File: config.mk
export PLATFORM = sky130hd
export DESIGN_NAME = positional_deque_store
export DESIGN_NICKNAME = d
export VERILOG_FILES = /design/src/hw/rtl/pds_pkg.sv /design/src/hw/rtl/pds_ram.sv /design/src/hw/rtl/pds_ctrl.sv /design/src/hw/rtl/positional_deque_store.sv
export SDC_FILE = /design/constraint.sdc
export NUM_CORES = 2
export LEC_CHECK = 0
export BUFFER_PORTS_ARGS = -buffer_cell sky130_fd_sc_hd__clkbuf_2
export CAP_MARGIN = 10
export CELL_PAD_IN_SITES_DETAIL_PLACEMENT = 1
export CELL_PAD_IN_SITES_GLOBAL_PLACEMENT = 1
export CORE_MARGIN = 5
export CORE_UTILIZATION = 47
export DETAILED_ROUTE_END_ITERATION = 16
export PLACE_DENSITY_LB_ADDON = 0.1
export SLEW_MARGIN = 10
export SYNTH_ARGS = -nofsm -noshare
export SYNTH_HDL_FRONTEND = slang
export SYNTH_SLANG_ARGS = --single-unit
File: constraint.sdc
create_clock -name clk -period 6.2 [get_ports clk]
set_clock_uncertainty 0.15 [all_clocks]
set_input_delay 0.31 -clock clk [delete_from_list [all_inputs] [get_ports clk]]
set_output_delay 0.31 -clock clk [all_outputs]
set_load 0.05 [all_outputs]
File: src/hw/rtl/pds_pkg.sv
// Shared types and constants for the positional deque store.
`default_nettype none

package pds_pkg;

  localparam int WORD_W      = 64;
  localparam int POS_W       = 5;
  localparam int CNT_OUT_W   = 5;
  localparam int IN_TDATA_W  = 72;
  localparam int OUT_TDATA_W = 200;

  typedef enum logic [2:0] {
    FN_PUSH_FRONT,
    FN_PUSH_BACK,
    FN_POP_FRONT,
    FN_POP_BACK,
    FN_INSERT,
    FN_REMOVE,
    FN_READ_AT,
    FN_CLEAR
  } func_t;

  typedef enum logic [1:0] {
    ST_OK,
    ST_EMPTY,
    ST_FULL,
    ST_RANGE
  } status_t;

  typedef enum logic [3:0] {
    S_IDLE,
    S_UP,
    S_PUT,
    S_DOWN,
    S_RDRES,
    S_REF_A,
    S_REF_B,
    S_REF_C,
    S_DONE
  } seq_state_t;

  typedef struct packed {
    func_t               func;
    logic [WORD_W-1:0]   data_word;
    logic [POS_W-1:0]    position;
  } req_t;

  typedef struct packed {
    logic [WORD_W-1:0]    result_word;
    logic [CNT_OUT_W-1:0] element_count;
    logic [WORD_W-1:0]    front_word;
    logic [WORD_W-1:0]    back_word;
    status_t              status;
  } result_t;

endpackage

`default_nettype wire

File: src/hw/rtl/pds_ram.sv
// Generic single-write, single-read RAM with registered read data.
`default_nettype none

module pds_ram #(
  parameter int WIDTH = 64,
  parameter int DEPTH = 16
) (
  input  wire logic                     clk,
  input  wire logic                     we,
  input  wire logic [$clog2(DEPTH)-1:0] waddr,
  input  wire logic [WIDTH-1:0]         wdata,
  input  wire logic [$clog2(DEPTH)-1:0] raddr,
  output logic      [WIDTH-1:0]         rdata
);

  logic [WIDTH-1:0] mem [DEPTH];

  always_ff @(posedge clk) begin
    if (we) begin
      mem[waddr] <= wdata;
    end
    rdata <= mem[raddr];
  end

endmodule

`default_nettype wire

File: src/hw/rtl/pds_ctrl.sv
// Sequencer: decodes a request, shifts words through the RAM, refreshes front and back.
`default_nettype none

module pds_ctrl
  import pds_pkg::*;
#(
  parameter int CAPACITY = 16,
  parameter int AW       = $clog2(CAPACITY)
) (
  input  wire logic              clk,
  input  wire logic              rst_n,
  input  wire logic              req_valid,
  input  wire req_t              req,
  output logic                   req_ready,
  output logic                   res_valid,
  output result_t                res,
  input  wire logic              res_ready,
  output logic                   mem_we,
  output logic [AW-1:0]          mem_waddr,
  output logic [WORD_W-1:0]      mem_wdata,
  output logic [AW-1:0]          mem_raddr,
  input  wire logic [WORD_W-1:0] mem_rdata
);

  localparam int CW = $clog2(CAPACITY + 1);
  localparam int XW = ((CW > POS_W) ? CW : POS_W) + 1;

  seq_state_t        state_r, state_nxt;
  logic [CW-1:0]     cnt_r, cnt_nxt;
  logic [AW-1:0]     tgt_r, tgt_nxt;
  logic [AW-1:0]     rptr_r, rptr_nxt;
  logic [AW-1:0]     wptr_r, wptr_nxt;
  logic              rmore_r, rmore_nxt;
  logic              wpend_r, wpend_nxt;
  logic              cap_r, cap_nxt;
  logic [WORD_W-1:0] word_r, word_nxt;
  logic [WORD_W-1:0] result_r, result_nxt;
  status_t           status_r, status_nxt;
  logic [WORD_W-1:0] front_r, front_nxt;
  logic [WORD_W-1:0] back_r, back_nxt;

  logic [XW-1:0] pos_x;
  logic [XW-1:0] cnt_x;
  logic [XW-1:0] ins_x;
  logic [XW-1:0] rem_x;
  logic          full;
  logic          empty;

  assign pos_x = XW'(req.position);
  assign cnt_x = XW'(cnt_r);
  assign full  = (cnt_r == CW'(CAPACITY));
  assign empty = (cnt_r == '0);

  always_ff @(posedge clk) begin
    if (!rst_n) begin
      state_r  <= S_IDLE;
      cnt_r    <= '0;
      rmore_r  <= 1'b0;
      wpend_r  <= 1'b0;
      cap_r    <= 1'b0;
      front_r  <= '0;
      back_r   <= '0;
      status_r <= ST_OK;
    end else begin
      state_r  <= state_nxt;
      cnt_r    <= cnt_nxt;
      rmore_r  <= rmore_nxt;
      wpend_r  <= wpend_nxt;
      cap_r    <= cap_nxt;
      front_r  <= front_nxt;
      back_r   <= back_nxt;
      status_r <= status_nxt;
    end
  end

  always_ff @(posedge clk) begin
    tgt_r    <= tgt_nxt;
    rptr_r   <= rptr_nxt;
    wptr_r   <= wptr_nxt;
    word_r   <= word_nxt;
    result_r <= result_nxt;
  end

  always_comb begin
    state_nxt  = state_r;
    cnt_nxt    = cnt_r;
    tgt_nxt    = tgt_r;
    rptr_nxt   = rptr_r;
    wptr_nxt   = wptr_r;
    rmore_nxt  = rmore_r;
    wpend_nxt  = wpend_r;
    cap_nxt    = cap_r;
    word_nxt   = word_r;
    result_nxt = result_r;
    status_nxt = status_r;
    front_nxt  = front_r;
    back_nxt   = back_r;
    mem_we     = 1'b0;
    mem_waddr  = wptr_r;
    mem_wdata  = mem_rdata;
    mem_raddr  = '0;
    req_ready  = 1'b0;
    res_valid  = 1'b0;
    ins_x      = cnt_x;
    rem_x      = '0;

    unique case (state_r)
      S_IDLE: begin
        req_ready = 1'b1;
        if (req_valid) begin
          result_nxt = '0;
          status_nxt = ST_OK;
          word_nxt   = req.data_word;
          wpend_nxt  = 1'b0;
          cap_nxt    = 1'b0;
          unique case (req.func)
            FN_PUSH_FRONT, FN_PUSH_BACK, FN_INSERT: begin
              if (req.func == FN_PUSH_FRONT) begin
                ins_x = '0;
              end else if (req.func == FN_INSERT && pos_x < cnt_x) begin
                ins_x = pos_x;
              end
              if (full) begin
                status_nxt = ST_FULL;
                state_nxt  = S_DONE;
              end else begin
                tgt_nxt   = AW'(ins_x);
                rptr_nxt  = AW'(cnt_x - XW'(1));
                rmore_nxt = 1'b1;
                state_nxt = (ins_x == cnt_x) ? S_PUT : S_UP;
              end
            end
            FN_POP_FRONT, FN_POP_BACK, FN_REMOVE: begin
              if (req.func == FN_POP_BACK) begin
                rem_x = cnt_x - XW'(1);
              end else if (req.func == FN_REMOVE) begin
                rem_x = pos_x;
              end
              if (empty) begin
                status_nxt = ST_EMPTY;
                state_nxt  = S_DONE;
              end else if (req.func == FN_REMOVE && pos_x >= cnt_x) begin
                status_nxt = ST_RANGE;
                state_nxt  = S_DONE;
              end else begin
                // read the removed word first, then pull the tail down one place
                mem_raddr = AW'(rem_x);
                rptr_nxt  = AW'(rem_x + XW'(1));
                rmore_nxt = (rem_x + XW'(1)) < cnt_x;
                cap_nxt   = 1'b1;
                state_nxt = S_DOWN;
              end
            end
            FN_READ_AT: begin
              if (pos_x >= cnt_x) begin
                status_nxt = ST_RANGE;
                state_nxt  = S_DONE;
              end else begin
                mem_raddr = AW'(pos_x);
                state_nxt = S_RDRES;
              end
            end
            FN_CLEAR: begin
              cnt_nxt   = '0;
              front_nxt = '0;
              back_nxt  = '0;
              state_nxt = S_DONE;
            end
            default: state_nxt = S_DONE;
          endcase
        end
      end

      S_UP: begin
        // read the next word down while writing the word read last cycle one place up
        if (wpend_r) begin
          mem_we = 1'b1;
        end
        if (rmore_r) begin
          mem_raddr = rptr_r;
          wpend_nxt = 1'b1;
          wptr_nxt  = rptr_r + AW'(1);
          if (rptr_r == tgt_r) begin
            rmore_nxt = 1'b0;
          end else begin
            rptr_nxt = rptr_r - AW'(1);
          end
        end else begin
          wpend_nxt = 1'b0;
          state_nxt = S_PUT;
        end
      end

      S_PUT: begin
        mem_we    = 1'b1;
        mem_waddr = tgt_r;
        mem_wdata = word_r;
        cnt_nxt   = cnt_r + CW'(1);
        state_nxt = S_REF_A;
      end

      S_DOWN: begin
        if (cap_r) begin
          result_nxt = mem_rdata;
          cap_nxt    = 1'b0;
        end
        if (wpend_r) begin
          mem_we = 1'b1;
        end
        if (rmore_r) begin
          mem_raddr = rptr_r;
          wpend_nxt = 1'b1;
          wptr_nxt  = rptr_r - AW'(1);
          rptr_nxt  = rptr_r + AW'(1);
          rmore_nxt = (XW'(rptr_r) + XW'(2)) <= cnt_x;
        end else begin
          wpend_nxt = 1'b0;
          cnt_nxt   = cnt_r - CW'(1);
          state_nxt = S_REF_A;
        end
      end

      S_RDRES: begin
        result_nxt = mem_rdata;
        state_nxt  = S_DONE;
      end

      S_REF_A: begin
        if (empty) begin
          front_nxt = '0;
          back_nxt  = '0;
          state_nxt = S_DONE;
        end else begin
          mem_raddr = '0;
          state_nxt = S_REF_B;
        end
      end

      S_REF_B: begin
        front_nxt = mem_rdata;
        mem_raddr = AW'(cnt_x - XW'(1));
        state_nxt = S_REF_C;
      end

      S_REF_C: begin
        back_nxt  = mem_rdata;
        state_nxt = S_DONE;
      end

      S_DONE: begin
        res_valid = 1'b1;
        if (res_ready) begin
          state_nxt = S_IDLE;
        end
      end

      default: state_nxt = S_IDLE;
    endcase
  end

  assign res = '{
    result_word:   result_r,
    element_count: CNT_OUT_W'(cnt_r),
    front_word:    front_r,
    back_word:     back_r,
    status:        status_r
  };

endmodule

`default_nettype wire

File: src/hw/rtl/positional_deque_store.sv
// Top level of the positional deque store: stream ports, output register, RAM and sequencer.
//
//  channel | dir | beat fields (tdata, low bit first)
//  in_*    | in  | func[2:0] data_word[66:3] position[71:67]
//  out_*   | out | result_word[63:0] element_count[68:64] front_word[132:69]
//          |     | back_word[196:133] status[198:197] zero[199]
//
// Clear and rejected requests skip the RAM; read_at reads one word; push_back or append
// writes at count; push_front or insert at p below count first shifts words p..count-1 up;
// pop or remove at p shifts words above p down; front and back are then re-read unless empty.
// The tail shift moves one word per cycle through the single-port-pair RAM.
// Reset: synchronous, active low; the list comes up empty, RAM content is not cleared.
// A finished beat waits in the output register while the next input beat is taken.
`default_nettype none

module positional_deque_store
  import pds_pkg::*;
#(
  parameter int CAPACITY = 16
) (
  input  wire logic                   clk,
  input  wire logic                   rst_n,
  input  wire logic                   in_tvalid,
  output logic                        in_tready,
  // func, data_word, position
  input  wire logic [IN_TDATA_W-1:0]  in_tdata,
  output logic                        out_tvalid,
  input  wire logic                   out_tready,
  // result_word, element_count, front_word, back_word, status, zero pad
  output logic      [OUT_TDATA_W-1:0] out_tdata
);

  localparam int AW = $clog2(CAPACITY);

  req_t              req;
  result_t           res;
  logic              res_valid;
  logic              res_ready;
  logic              mem_we;
  logic [AW-1:0]     mem_waddr;
  logic [WORD_W-1:0] mem_wdata;
  logic [AW-1:0]     mem_raddr;
  logic [WORD_W-1:0] mem_rdata;

  logic    out_valid_r;
  result_t out_data_r;

  assign req.func      = func_t'(in_tdata[2:0]);
  assign req.data_word = in_tdata[66:3];
  assign req.position  = in_tdata[71:67];

  assign res_ready = !out_valid_r || out_tready;

  always_ff @(posedge clk) begin
    if (!rst_n) begin
      out_valid_r <= 1'b0;
    end else if (res_valid && res_ready) begin
      out_valid_r <= 1'b1;
    end else if (out_tready) begin
      out_valid_r <= 1'b0;
    end
  end

  always_ff @(posedge clk) begin
    if (res_valid && res_ready) begin
      out_data_r <= res;
    end
  end

  assign out_tvalid = out_valid_r;
  assign out_tdata  = {1'b0, out_data_r.status, out_data_r.back_word, out_data_r.front_word,
                       out_data_r.element_count, out_data_r.result_word};

  pds_ctrl #(
    .CAPACITY (CAPACITY),
    .AW       (AW)
  ) u_ctrl (
    .clk       (clk),
    .rst_n     (rst_n),
    .req_valid (in_tvalid),
    .req       (req),
    .req_ready (in_tready),
    .res_valid (res_valid),
    .res       (res),
    .res_ready (res_ready),
    .mem_we    (mem_we),
    .mem_waddr (mem_waddr),
    .mem_wdata (mem_wdata),
    .mem_raddr (mem_raddr),
    .mem_rdata (mem_rdata)
  );

  pds_ram #(
    .WIDTH (WORD_W),
    .DEPTH (CAPACITY)
  ) u_ram (
    .clk   (clk),
    .we    (mem_we),
    .waddr (mem_waddr),
    .wdata (mem_wdata),
    .raddr (mem_raddr),
    .rdata (mem_rdata)
  );

endmodule

`default_nettype wire

==> impl_metrics.json <==
{
  "status": "completed",
  "route.detailed.drc": 0,
  "multi_input_area_um2": 14000,
  "crit_family": "compound AO/OA/AOI/OAI gates",
  "final_cell_mix": "edfxtp_1, clkbuf_2, o211ai_1",
  "cp.arrival_ns": 5.23,
  "rows": 132,
  "cp-start-kind": "register",
  "area_delta_synth_final_pct": 16.1,
  "synth_top_area_share_pct": 67.3,
  "numPortBuffers": 276,
  "worstMarginPinSlew_ns": 1.14,
  "routed.top_layer": "met4",
  "gp_congestion": 0.826,
  "die_w_um": 370,
  "m1WireLength_um": 75200,
  "path_cells": "inv_1 -> ha_1 -> a21oi_1 -> o221ai_1 -> buf_4 -> o311ai_0 -> nand2_4 -> buf_4 -> a221o_1 -> o221ai_1 -> o22ai_1",
  "routed-via-count": 37331,
  "final_core_util_pct": 54.7,
  "met3WireLength_um": 10500,
  "crit_fanout": 56,
  "wl_per_cell_um": 28.8,
  "static-leakage-power_nw": 24.2,
  "die_h_um": 370,
  "synthTopCellsByArea": "edfxtp_1, dfxtp_1, mux2_2",
  "ys_types": 77,
  "p_per_area_nw_per_um2": 326,
  "drtAntennaViolNets": 0,
  "crit_required_ns": 6.69,
  "final_common_cell": "edfxtp_1",
  "fillers": 12051,
  "ys_warn_count": 0,
  "maxCapViolCount": 0,
  "clkLatencyLatePin_ns": 0.80,
  "seq_area_frac_synth_pct": 74.1,
  "synthArstFlopShare_pct": 0,
  "rsz0062_at_grt": "false",
  "numCtsBuffers": 164,
  "synthesis.nets": 4007,
  "setup_tns_ns": 0,
  "die-area_um2": 137000,
  "crit_type": "reg -> reg",
  "cts_tree": "yes",
  "cp_slowest_stage_delay_ns": 0.77,
  "setup_viol": 0,
  "drt_first_pass_iters": 5,
  "core_um2": 129000,
  "overflow": 0,
  "htree_levels": 4,
  "via_per_inst": 6.12,
  "cts_sinks": 1570,
  "cp_num_buf_inv": 3,
  "finalCritPeriodShare_pct": 76.5,
  "clk_root_buffer_cell": "clkbuf_16",
  "ys.flop_type": "edfxtp_1",
  "cts_buffer_depth": 3,
  "path_clk_slew_ns": 0.06,
  "grt_pass1_vias": 39085,
  "ys_seq_elements": 1570,
  "peakVddDrop_uv": 282,
  "n_antenna_cell": 0,
  "seq_area_um2": 45100,
  "hp-class": "in -> reg",
  "grt_first_pass_wirelength_um": 260000,
  "wirelength_um": 176000,
  "grt_antenna_before_repair": 2,
  "slew_headroom_pct": 24.3,
  "hold_viol": 0,
  "dpl.hpwl_um": 95900,
  "drive_above_1_share_pct": 19.6,
  "initial_core_util_pct": 47.1,
  "max_freq_mhz": 211,
  "syn_avg_cell_area_um2": 15.6,
  "cts_setup_buffers": 0,
  "syn_inst": 3906,
  "wl_met2_um": 85800,
  "synth_area_um2": 60900,
  "track_usage_pct": 25.4,
  "period_needed_ns": 4.74,
  "synth-edff-count": 1363,
  "drtIter0Drc": 3224,
  "nets": 4315,
  "synth_top_area_cell": "edfxtp_1",
  "crit_slowest_cell": "nand2_4",
  "io_pins": 278,
  "end_kind": "register",
  "finalMaxSlewViolations": 0,
  "grt_start_max_net_pins": 129
}
-- per-stage QoR --
step	worst slack (ns)	hold WS (ns)	cells	area (um2)	total power (W)
after global placement	1.68	0.252	5718	64600	0.0136
after floorplan	0.0333	0.250	3906	60900	0.0131
after global routing	1.26	0.0475	6097	70600	0.0238
after detailed placement	1.57	0.255	5718	64600	0.0136
after CTS	1.55	0.00473	6097	70600	0.0232
final	1.46	0.0693	6097	70600	0.0230
-- flip-flops by register name, indices dropped and copies added (netlist names), 2 cells and up --
name / cells
u_ram.rdata: 64
u_ctrl.rptr_r: 4
u_ctrl.result_r: 64
u_ctrl.word_r: 64
u_ctrl.front_r: 64
u_ram.mem: 1024
u_ctrl.state_r: 4
out_tdata: 199
u_ctrl.cnt_r: 5
u_ctrl.wptr_r: 4
u_ctrl.tgt_r: 4
u_ctrl.back_r: 64
u_ctrl.status_r: 2
-- power breakdown --
group          total, W  leakage, nW  switching (W)  internal, W
combinational   0.00135         7.45        0.00104     0.000306
sequential       0.0120         14.2       0.000141       0.0119
clock           0.00963         2.57        0.00406      0.00557
-- synthesized netlist by cell type, types with 4 or more instances --
| library cell | count |
|---|---|
| a32o_1 | 64 |
| edfxtp_1 | 1363 |
| buf_6 | 4 |
| o31ai_1 | 4 |
| a31oi_1 | 11 |
| nor3b_1 | 66 |
| buf_2 | 57 |
| o21ai_0 | 28 |
| o221ai_1 | 66 |
| buf_1 | 8 |
| dfxtp_1 | 207 |
| nand2_1 | 164 |
| a221o_1 | 62 |
| o22ai_1 | 70 |
| a22oi_1 | 133 |
| nor2_1 | 183 |
| a21o_1 | 4 |
| mux2i_1 | 71 |
| nand3_1 | 13 |
| o211ai_1 | 258 |
| mux2_2 | 194 |
| nand4_1 | 5 |
| o2111ai_1 | 190 |
| o21a_1 | 4 |
| nand2b_1 | 7 |
| ha_1 | 24 |
| xor2_1 | 13 |
| nor3_1 | 13 |
| and2_1 | 66 |
| nor2b_1 | 5 |
| clkbuf_1 | 225 |
| inv_1 | 213 |
| a21oi_1 | 29 |
| and3_1 | 10 |
| buf_4 | 8 |
| xnor2_1 | 7 |
-- layer usage --
metal,vias up,GRT usage [%]
met1,19722,34.6
met3,259,4.48
li1,16132,-
met2,1218,42.3
met4,0,7.20
met5,-,0
-- area by class of cell --
class                      count  share of cell area (%)
sequential                  1570                    63.8
multi-input combinational   1820                    19.9
clock buffer                 233                    6.48
timing repair buffer         444                    4.60
tap                         1742                    3.09
inverter                     214                    1.14
clock inverter                74                   0.983
-- kinds of logic (layout without fill, tap and decap cells) --
kind of cell	Yosys count	in the layout	share of synthesized area (%)
simple gates	550	550	4.39
compound gates	958	958	12.6
mux	266	266	4.78
buf+inv	516	965	3.40
fa+ha+maj	25	25	0.526
other cells	1	1	0.00616
flops	1570	1570	74.1
xor+xnor	20	20	0.288
-- worst min-delay path, cell delays in order --
cell and delay [ns]:
clkbuf_2 0.23, nand2b_1 0.16, o21ai_0 0.08, nand3_1 0.08
a31oi_1 0.08
-- path summary, 6_finish.rpt --
check | from | to | slack [ns] | cells past startpoint
setup reg to reg | u_ctrl.cnt_r[2] | u_ram.rdata[34] | 1.46 | 11
hold reg to reg | u_ctrl.result_r[32] | out_tdata[32] | 0.26 | 0
setup / recovery | u_ctrl.cnt_r[2] | u_ram.rdata[34] | 1.46 | 11
hold / removal | in_tdata[1] | u_ctrl.status_r[1] | 0.07 | 5
-- what timing repair did --
item / 4_1_cts / 5_1_grt
endpoints found under the hold margin: 82 / 0
setup endpoints to repair: 0 / 0
resized for setup: 0 / 0
hold buffers: 72 / 0
Power figures use the tool's default switching activity.
